<file path="src/hdl/stbl_pkg.sv">
package stbl_pkg;

	typedef enum logic [1:0] {
		ACT_INSERT = 2'd0,
		ACT_READ   = 2'd1,
		ACT_REMOVE = 2'd2,
		ACT_SEARCH = 2'd3
	} action_t;

	typedef enum logic [2:0] {
		ST_OK       = 3'd0,
		ST_EMPTY    = 3'd1,
		ST_BADPOS   = 3'd2,
		ST_NOTFOUND = 3'd3,
		ST_FULL     = 3'd4
	} status_t;

	typedef enum logic [2:0] {
		S_IDLE,
		S_READ,
		S_SCAN,
		S_SHIFT_UP,
		S_SHIFT_DN,
		S_DONE
	} state_t;

	typedef struct packed {
		logic [1:0]  action;
		logic [31:0] value;
		logic [5:0]  position;
	} req_t;

	typedef struct packed {
		logic [2:0]  status;
		logic [31:0] found_value;
		logic [5:0]  found_position;
	} rsp_t;

endpackage

</file>
<file path="src/hdl/stbl_req_if.sv">
interface stbl_req_if;
	logic          valid;
	logic          ready;
	stbl_pkg::req_t payload;

	modport source (output valid, output payload, input ready);
	modport sink (input valid, input payload, output ready);
endinterface

</file>
<file path="src/hdl/stbl_rsp_if.sv">
interface stbl_rsp_if;
	logic          valid;
	logic          ready;
	stbl_pkg::rsp_t payload;

	modport source (output valid, output payload, input ready);
	modport sink (input valid, input payload, output ready);
endinterface

</file>
<file path="src/hdl/stbl_ram.sv">
module stbl_ram #(
	parameter int WIDTH = 32,
	parameter int DEPTH = 64
) (
	input  logic                     clk,
	input  logic                     we,
	input  logic [$clog2(DEPTH)-1:0] waddr,
	input  logic [WIDTH-1:0]         wdata,
	input  logic [$clog2(DEPTH)-1:0] raddr,
	output logic [WIDTH-1:0]         rdata
);
	logic [WIDTH-1:0] mem [DEPTH];

	always_ff @(posedge clk) begin
		if (we) begin
			mem[waddr] <= wdata;
		end
		rdata <= mem[raddr];
	end
endmodule

</file>
<file path="src/hdl/sorted_table_engine_unit.sv">
// Sorted table of signed 32-bit values held in one single-port-read RAM of
// CAPACITY words. One transaction is taken at a time. Full, empty and bad
// position answers and the removal of the last entry go straight to the
// result. A read fetches the entry at its position. Search walks the RAM one
// entry a cycle from position 0 and stops at a match, at the first entry
// above the value or at the end of the table. Insert scans to its slot s the
// same way and then moves each later entry up by one, each move a read and a
// write. Insert into an empty table writes entry 0 directly. Remove at
// position p moves the tail down one entry a cycle. The result sits in an
// output register. The next transaction is taken the cycle after that result
// has been delivered.
module sorted_table_engine_unit #(
	parameter int CAPACITY = 64
) (
	input  logic  clk,
	input  logic  arst_n,
	stbl_req_if.sink   req,
	stbl_rsp_if.source rsp
);
	localparam int AW = $clog2(CAPACITY);
	localparam int CW = $clog2(CAPACITY + 1);
	localparam int PW = (CW > 6) ? CW : 6;

	stbl_pkg::state_t state_q, state_d;
	logic [CW-1:0] count_q, count_d;
	logic [CW-1:0] idx_q, idx_d;
	logic [1:0]    act_q, act_d;
	logic [31:0]   val_q, val_d;
	logic [31:0]   carry_q, carry_d;
	logic          pend_q, pend_d;
	stbl_pkg::rsp_t out_q, out_d;
	logic          ovalid_q, ovalid_d;

	logic          we;
	logic [AW-1:0] waddr, raddr;
	logic [31:0]   wdata, rdata;

	stbl_ram #(.WIDTH(32), .DEPTH(CAPACITY)) u_ram (
		.clk(clk), .we(we), .waddr(waddr), .wdata(wdata),
		.raddr(raddr), .rdata(rdata)
	);

	assign req.ready   = (state_q == stbl_pkg::S_IDLE) && !ovalid_q;
	assign rsp.valid   = ovalid_q;
	assign rsp.payload = out_q;

	always_ff @(posedge clk or negedge arst_n) begin
		if (!arst_n) begin
			state_q  <= stbl_pkg::S_IDLE;
			count_q  <= '0;
			ovalid_q <= 1'b0;
			pend_q   <= 1'b0;
		end else begin
			state_q  <= state_d;
			count_q  <= count_d;
			ovalid_q <= ovalid_d;
			pend_q   <= pend_d;
		end
	end

	always_ff @(posedge clk) begin
		idx_q   <= idx_d;
		act_q   <= act_d;
		val_q   <= val_d;
		carry_q <= carry_d;
		out_q   <= out_d;
	end

	always_comb begin
		logic [PW-1:0] pos_ext;
		logic [CW-1:0] nxt;
		state_d  = state_q;
		count_d  = count_q;
		idx_d    = idx_q;
		act_d    = act_q;
		val_d    = val_q;
		carry_d  = carry_q;
		pend_d   = 1'b0;
		out_d    = out_q;
		ovalid_d = ovalid_q && !rsp.ready;
		we       = 1'b0;
		waddr    = idx_q[AW-1:0];
		wdata    = carry_q;
		raddr    = idx_q[AW-1:0];
		pos_ext  = PW'(req.payload.position);
		nxt      = idx_q + 1'b1;
		case (state_q)
			stbl_pkg::S_IDLE: begin
				if (req.valid && !ovalid_q) begin
					act_d = req.payload.action;
					val_d = req.payload.value;
					out_d = '0;
					state_d = stbl_pkg::S_DONE;
					case (req.payload.action)
						stbl_pkg::ACT_INSERT: begin
							if (count_q == CW'(CAPACITY)) begin
								out_d.status = stbl_pkg::ST_FULL;
							end else if (count_q == '0) begin
								idx_d = '0;
								carry_d = req.payload.value;
								state_d = stbl_pkg::S_SHIFT_UP;
							end else begin
								idx_d = '0;
								raddr = '0;
								pend_d = 1'b1;
								state_d = stbl_pkg::S_SCAN;
							end
						end
						stbl_pkg::ACT_SEARCH: begin
							if (count_q == '0) begin
								out_d.status = stbl_pkg::ST_EMPTY;
							end else begin
								idx_d = '0;
								raddr = '0;
								pend_d = 1'b1;
								state_d = stbl_pkg::S_SCAN;
							end
						end
						default: begin
							if (count_q == '0) begin
								out_d.status = stbl_pkg::ST_EMPTY;
							end else if (pos_ext >= PW'(count_q)) begin
								out_d.status = stbl_pkg::ST_BADPOS;
							end else begin
								idx_d = CW'(pos_ext);
								raddr = AW'(pos_ext);
								pend_d = 1'b1;
								state_d = (req.payload.action == stbl_pkg::ACT_READ) ?
									stbl_pkg::S_READ : stbl_pkg::S_SHIFT_DN;
								if (req.payload.action == stbl_pkg::ACT_REMOVE) begin
									// read the entry above the removed one
									idx_d = CW'(pos_ext + 1'b1);
									raddr = AW'(pos_ext + 1'b1);
									pend_d = (pos_ext + 1'b1) < PW'(count_q);
									if (!((pos_ext + 1'b1) < PW'(count_q))) begin
										count_d = count_q - 1'b1;
										state_d = stbl_pkg::S_DONE;
									end
								end
							end
						end
					endcase
				end
			end
			stbl_pkg::S_READ: begin
				out_d.found_value = rdata;
				state_d = stbl_pkg::S_DONE;
			end
			stbl_pkg::S_SCAN: begin
				// rdata holds entry idx_q
				if (act_q == stbl_pkg::ACT_SEARCH) begin
					if ($signed(rdata) == $signed(val_q)) begin
						out_d.found_position = 6'(idx_q);
						state_d = stbl_pkg::S_DONE;
					end else if ($signed(rdata) > $signed(val_q) || nxt >= count_q) begin
						out_d.status = stbl_pkg::ST_NOTFOUND;
						state_d = stbl_pkg::S_DONE;
					end else begin
						idx_d = nxt;
						raddr = AW'(nxt);
						pend_d = 1'b1;
					end
				end else begin
					// slot 0 if below entry 0, else first j>=1 with entry >= value
					if ((idx_q == '0 && $signed(val_q) < $signed(rdata)) ||
					    (idx_q != '0 && $signed(rdata) >= $signed(val_q))) begin
						carry_d = val_q;
						state_d = stbl_pkg::S_SHIFT_UP;
					end else if (nxt >= count_q) begin
						idx_d = nxt;
						carry_d = val_q;
						state_d = stbl_pkg::S_SHIFT_UP;
					end else begin
						idx_d = nxt;
						raddr = AW'(nxt);
						pend_d = 1'b1;
					end
				end
			end
			stbl_pkg::S_SHIFT_UP: begin
				// write carry at idx, carry the old entry (in rdata) upward
				if (!pend_q && idx_q < count_q) begin
					raddr = idx_q[AW-1:0];
					pend_d = 1'b1;
				end else begin
					we = 1'b1;
					if (idx_q >= count_q) begin
						count_d = count_q + 1'b1;
						state_d = stbl_pkg::S_DONE;
					end else begin
						carry_d = rdata;
						idx_d = nxt;
					end
				end
			end
			stbl_pkg::S_SHIFT_DN: begin
				// rdata holds entry idx_q; move it to idx_q-1
				we = 1'b1;
				waddr = AW'(idx_q - 1'b1);
				wdata = rdata;
				if (nxt >= count_q) begin
					count_d = count_q - 1'b1;
					state_d = stbl_pkg::S_DONE;
				end else begin
					idx_d = nxt;
					raddr = AW'(nxt);
					pend_d = 1'b1;
				end
			end
			stbl_pkg::S_DONE: begin
				ovalid_d = 1'b1;
				state_d = stbl_pkg::S_IDLE;
			end
			default: state_d = stbl_pkg::S_IDLE;
		endcase
	end
endmodule

</file>
<file path="src/flat_wrapper.sv">
// flat-port wrapper written by rule: the top's interface ports become plain ports
module sorted_table_engine_unit_flat 
#(
	parameter int CAPACITY = 64
)
  (clk, arst_n, req_valid, req_payload, req_ready, rsp_valid, rsp_payload, rsp_ready);
  stbl_req_if req_i ();
  stbl_rsp_if rsp_i ();
  input  logic clk;
  input  logic arst_n;
  input wire logic [$bits(req_i.valid)-1:0] req_valid;
  input wire logic [$bits(req_i.payload)-1:0] req_payload;
  output wire logic [$bits(req_i.ready)-1:0] req_ready;
  output wire logic [$bits(rsp_i.valid)-1:0] rsp_valid;
  output wire logic [$bits(rsp_i.payload)-1:0] rsp_payload;
  input wire logic [$bits(rsp_i.ready)-1:0] rsp_ready;
  assign req_i.valid = req_valid;
  assign req_i.payload = req_payload;
  assign req_ready = req_i.ready;
  assign rsp_valid = rsp_i.valid;
  assign rsp_payload = rsp_i.payload;
  assign rsp_i.ready = rsp_ready;
  sorted_table_engine_unit #(.CAPACITY(CAPACITY)) u_core (.clk(clk), .arst_n(arst_n), .req(req_i), .rsp(rsp_i));
endmodule
</file>
<file path="config.mk">
export PLATFORM = sky130hd
export DESIGN_NAME = sorted_table_engine_unit_flat
export DESIGN_NICKNAME = d
export VERILOG_FILES = /design/src/hdl/stbl_pkg.sv /design/src/hdl/stbl_req_if.sv /design/src/hdl/stbl_rsp_if.sv /design/src/hdl/stbl_ram.sv /design/src/hdl/sorted_table_engine_unit.sv /design/src/flat_wrapper.sv
export SDC_FILE = /design/constraint.sdc
export NUM_CORES = 2
export LEC_CHECK = 0
export ABC_AREA = 0
export CAP_MARGIN = 25
export CORE_MARGIN = 2
export CORE_UTILIZATION = 60
export CTS_CLUSTER_SIZE = 24
export DETAILED_ROUTE_END_ITERATION = 6
export DONT_BUFFER_PORTS = 1
export PLACE_DENSITY_LB_ADDON = 0.08
export RECOVER_POWER = 50
export SYNTH_ARGS = -nofsm -noshare
export SYNTH_HDL_FRONTEND = slang
export SYNTH_SLANG_ARGS = --single-unit
</file>
<file path="constraint.sdc">
create_clock -name clk -period 10 [get_ports clk]
set_input_delay 1.5 -clock clk [delete_from_list [all_inputs] [get_ports clk]]
set_output_delay 1.5 -clock clk [all_outputs]
set_load 0.01 [all_outputs]
</file>
**Yosys cells after proc, flatten, opt, wreduce, memory -nomap -nowiden**

Memories as Yosys holds them, arrays and structs flattened. A register that Yosys moved wholly into a read port is not among the register bits.
Index checks and enable logic that the tools add are counted.

- Flip-flop bits (word level): 126
- RAM bits: 2,048
- Word-level logic and storage cells: 197
- Memories: 1

Memories:

| memory | depth | bits a word | read ports | clocked after Yosys merged registers in | write ports | RTL line | source |
|---|---|---|---|---|---|---|---|
| u_core.u_ram.mem | 64 | 32 | 1 | 1 | 1 | stbl_ram.sv:12 | `logic [WIDTH-1:0] mem [DEPTH];` |

- $add $sub $neg: 5
- Order comparisons: 8
- Equality and inequality tests: 40
- Mux-type cells: 102
- Reduce and logical (&&, ||, !) cells: 30

Operator list:

| cell | number |
|---|---|
| $mux W32 | 10 |
| $mux W7 | 22 |
| $pmux W32 S3 | 1 |
| $mux W6 | 14 |
| $pmux W32 S2 | 1 |
| $mux W3 | 21 |
| $mux W41 | 1 |
| $eq A32 B32 Y1 | 1 |
| $ge A32 B32 Y1 | 1 |
| $gt A32 B32 Y1 | 1 |
| $lt A32 B32 Y1 | 1 |
| $ne A2 B2 Y1 const B | 14 |
| $pmux W7 S4 | 1 |
| $pmux W6 S2 | 2 |
| $pmux W7 S3 | 1 |
| $mux W1 | 18 |
| $pmux W3 S2 | 3 |
| $pmux W6 S3 | 1 |
| $ne A3 B3 Y1 const B | 5 |
| $pmux W3 S5 | 1 |
| $add A7 B1 Y7 const B | 2 |
| $ge A7 B7 Y1 | 2 |
| $logic_not A7 Y1 | 2 |
| $lt A7 B7 Y1 | 2 |
| 36 further kinds | 57 |

**Logic depth before layout (Yosys ltp)**

- Word-level depth: 9
- Gate-level depth with buffers: 23
- Gate-level depth less buffers: 18

**Modules after synthesis**

From an unflattened synthesis, not the netlist that was laid out.

- Cell total of the unflattened synthesis: 4,367
- Area total of the unflattened synthesis: 87,313.7 um^2

By module, submodules not included:

| module | times used | cells an instance | area each (um^2) |
|---|---|---|---|
| stbl_ram | 1 | 3,511 | 79,039.6 |
| sorted_table_engine_unit | 1 | 856 | 8,274.2 |

**Worst setup path before layout**

No wires, ideal clock.

- Path type: input to register
- Start: input req_valid
- End: register u_core.u_ram.rdata[30], read port of u_core.u_ram.mem
- Setup time: 134 ps
- Arrival time: 6,018 ps
- Slack: 3,848 ps
- Cell stages on the path: 15
- Path through: nand2b_1 > nor2_1 > o21ai_0 > a31oi_1 > nand2_1 > a32oi_1 > o311ai_1 > buf_2 > buf_2 > and2_1 > a2111oi_0 > a311oi_1 > o21ai_0 > a221oi_1 > or4_1

- Cells in the longest elaborated chain, start to end: 3

Ends and longest elaborated chain:

| element | RTL line | source |
|---|---|---|
| start, declared | flat_wrapper.sv:11 | `input wire logic [$bits(req_i.valid)-1:0] req_valid;` |
| $logic_and A1 B1 Y1 | sorted_table_engine_unit.sv:89 | `if (req.valid && !ovalid_q) begin` |
| $mux W6 | sorted_table_engine_unit.sv:89 |  |
| $pmux W6 S3 | sorted_table_engine_unit.sv:87 | `case (state_q)` |
| end, declared | stbl_ram.sv:10 | `output logic [WIDTH-1:0] rdata` |

Every way passes these cells.
A chain may end at the register's enable or synchronous reset.

**Worst setup path after layout**

- Start: register u_core.state_q[0]
- End: memory u_core.u_ram.mem[58][6], enable pin

- Cells in the longest elaborated chain, start to end: 4
- Elaborated cells on any way between the ends: 6

Ends and longest elaborated chain:

| element | RTL line | source |
|---|---|---|
| start, declared | sorted_table_engine_unit.sv:24 | `stbl_pkg::state_t state_q, state_d;` |
| start signal, assigned | sorted_table_engine_unit.sv:49 | `state_q <= stbl_pkg::S_IDLE;` |
| start signal, assigned | sorted_table_engine_unit.sv:54 | `state_q <= state_d;` |
| $eq A3 B3 Y1 or $eq A3 B2 Y1 (tied branches) | sorted_table_engine_unit.sv:87 |  |
| $pmux W1 S2 | sorted_table_engine_unit.sv:87 |  |
| $mux W1 | stbl_ram.sv:15 | `if (we) begin` |
| $mux W1 (implied by the code) | stbl_ram.sv:16 | `mem[waddr] <= wdata;` |
| end, declared | stbl_ram.sv:12 |  |

Parallel ways exist; a longest one is shown, timed or not.

==> summary.txt <==
Status
  • Outcome: finished with violations
  • Failing checks: max-capacitance violations, max-slew violations

Clock network
  • Worst-path clk slew: 60 ps
  • Clk Latency, worst-skew pair: 830 ps
  • CTS tree: built
  • Total CTS buffers: 214
  • Root Driver: clkbuf_16
  • Hold-fix buffers, CTS: 0
  • Clock Sinks: 2206
  • Resized Gates After CTS: 0
  • Buffer count from post-CTS setup fixing: 0
  • CTS Buffer Depth: 3
  • H-tree levels: 4

Setup path
  • Crit end category: flip-flop
  • Critical path's largest stage delay: 2050 ps
  • CP bufs+invs: 3
  • Worst path required time: 10470 ps
  • CP cell instances: clkbuf_1 -> nor2_1 -> and2_0 -> clkbuf_1 -> nand4_1 -> or3_1 -> xnor2_1 -> nand2_1 -> nor2_4 -> buf_4
  • Crit-path most repeated cell: clkbuf_1
  • Crit Path Class: reg -> reg
  • Worst Setup EP: u_core.u_ram.mem[58][6]
  • Worst EP arrival: 9130 ps
  • Cell depth of the worst flop-to-flop path: 10
  • CP delay by family, top: buffers and inverters
  • Critical R2R Launch: u_core.state_q[0]
  • Worst path depth: 10
  • R2R Setup Slk: 1340 ps
  • Startpoint class of the critical path: flip-flop
  • Worst path slowest cell: clkbuf_1
  • Crit path max fanout: a little under 50
  • Crit path from: u_core.state_q[0]
  • Reg2reg end: u_core.u_ram.mem[58][6]

Min path
  • Hold Crit Class: in -> async

STA
  • RSZ-0062 raised after global routing: false
  • Rel. slew slack: -1.30
  • Worst Hold Slack: roughly 360 ps
  • Final Hold Fails: 0
  • Final Critical Period: a little under 9000 ps
  • Fmax: about 0.12 GHz
  • Slew @ Worst Pin: 3450 ps
  • Total negative slack: 0 ps
  • Final setup fails: 0
  • Final Max Tran Viols: around 1700
  • Skew final: 24.3 ps
  • Ratio of final minimum period to clock period: 0.866

Floorplan
  • Core Region: approximately 150000 µm²
  • Starting Density: 0.605
  • Core Rows: around 140
  • IO Pins: 87
  • Die Y: 390 µm
  • Die ar.: 152000 µm²
  • Die Wd: 390 µm

Final layout
  • Area growth syn-to-layout: 10.8%
  • Layout cell share with drive strength beyond 1: 0.0886
  • Fillers: 10400
  • Nets: 6882

Power
  • Worst VDD drop: approximately 0.55 mV
  • Pwr Density: ~370 nW/µm²
  • Lkg Pwr: 33.9 nW

GRT
  • First-pass GRT wire length: 373 mm
  • Overflow left after global routing: 0
  • Vias in the first global route: 53600
  • Initial antenna violation count: 14
  • Total GRT Usage: 0.339
  • Largest net degree at the start of global routing: 187

Routing
  • Final WL: 261 mm
  • ANT nets after route: 0
  • Total number of vias: about 58000
  • DRT Pass-1 Iters: 6
  • DRC: 0
  • DR vias/cell: 6.52
  • Iter 0 DRT Violations: 8195
  • Wire per inst: 29.3 µm

Run
  • Max-Cap Viols: 30

Synthesis
  • Asr flop ratio synth: 0.00544
  • Top cell type's share of synthesized area: 0.725
  • Unique masters post-synth: 77
  • Post-synth EDFFs: 2162
  • Mean Syn Cell Area: 13.2 µm²
  • Synthesized cell area: 89500 µm²
  • Syn Inst Count: around 6800
  • Post-synth top cells: edfxtp_1, nand2_1, nand3_1
  • Top-count cell post-synth: edfxtp_1
  • Synth Net Count: 6916
  • Synth area leaders: edfxtp_1, nand2_1, nand3_1, mux2i_1, clkbuf_1
  • Leading area contributor after synthesis: edfxtp_1
  • YS warnings: 0
  • Prevailing post-synth register cell: edfxtp_1
  • Synth Register Bits: roughly 2200
  • Sequential share of the synthesized area: 0.736

Placement
  • I/O Buffers: 0
  • Routability cong.: 0.937
  • Detail Placement HPWL: ~140 mm
[routing by layer]
layer	share of wire	global-route usage	vias to the layer above
met1	0.38	0.485	28900
met3	0.12	0.0696	496
met5	0.00013	0	-
met4	0.049	0.153	6
met2	0.45	0.509	3540
li1	-	-	25100
[per-stage QoR]
stage,util,setup slack [ps],cells,power [mW],instance area [µm²]
after floorplan,-,3850,6798,22.6,89500
after global placement,0.624,2670,8467,28.1,92400
after detailed placement,0.625,2630,8475,28.3,92500
after CTS,0.671,2610,8877,36.1,99400
after global routing,0.670,1210,8901,37.9,99200
final,0.670,1340,8906,36.3,99200
[logic make-up after synthesis]
family | after synthesis | synth area share
AOI/OAI and AO/OA | 550 | 0.0447
muxes | 149 | 0.0212
xor gates and xnor gates | 24 | 0.00235
and+or+nand+nor | 3304 | 0.163
DFF | 2206 | 0.736
buffers and inverters | 491 | 0.0228
adders and majority gates | 74 | 0.0104
[flip-flops by register name (all words and copies together) (netlist names)]
register            cells
u_core.carry_q         32
u_core.idx_q            7
u_core.u_ram.mem     2048
u_core.val_q           32
u_core.u_ram.rdata     32
u_core.pend_q           1
u_core.count_q          7
u_core.rsp.valid        1
u_core.rsp.payload     41
u_core.state_q          3
u_core.act_q            2
[cells in the final DEF (no fill, tap or decap), types with 14 or more instances in the layout]
| cell | n |
|---|---|
| diode_2 | 26 |
| dfxtp_1 | 32 |
| o22ai_1 | 33 |
| a32oi_1 | 28 |
| nor2_4 | 66 |
| o21ai_1 | 17 |
| a311oi_1 | 100 |
| and2_1 | 89 |
| nand2_1 | 1826 |
| bufinv_16 | 14 |
| a31oi_1 | 39 |
| ha_1 | 73 |
| buf_4 | 140 |
| clkbuf_16 | 220 |
| nor2_1 | 50 |
| mux2i_1 | 115 |
| a21o_1 | 14 |
| a2111oi_0 | 80 |
| o21ai_0 | 86 |
| and3_1 | 23 |
| edfxtp_1 | 2162 |
| mux4_2 | 32 |
| nand4_1 | 77 |
| nand3_1 | 1019 |
| inv_1 | 50 |
| a21oi_1 | 72 |
| clkbuf_1 | 88 |
| buf_12 | 15 |
| clkinv_1 | 45 |
| a221oi_1 | 30 |
| nand2_2 | 21 |
| clkinv_2 | 46 |
| and2_0 | 29 |
| or4_1 | 36 |
[power breakdown]
group          total, mW  internal (mW)  switching, mW
sequential          12.4           11.9          0.433
clock               7.88           4.47           3.41
combinational       16.1           4.35           11.7
[worst min path at each step]
| stage | start | end | cells after the start |
|---|---|---|---|
| floorplan | u_core.u_ram.rdata[0] | u_core.rsp.payload[6] | 1 |
| global placement | u_core.count_q[1] | u_core.count_q[1] | 2 |
| detailed placement | u_core.count_q[1] | u_core.count_q[1] | 2 |
| CTS | arst_n | u_core.count_q[0] | 0 |
| global route | arst_n | u_core.pend_q | 0 |
| finish | arst_n | u_core.count_q[0] | 0 |
[area by class of cell]
cell class	count	area (µm²)	share of cell area
flip-flops and latches	2206	65900	0.664
clock inverters	116	966	0.00974
well taps	1930	2410	0.0243
repair buffers	189	1480	0.0149
multi-input cells	4101	22300	0.225
diodes	26	65.1	0.000656
clock buffers	286	5870	0.0592
inverters	52	195	0.00197
(Power assumes the default switching activity.)
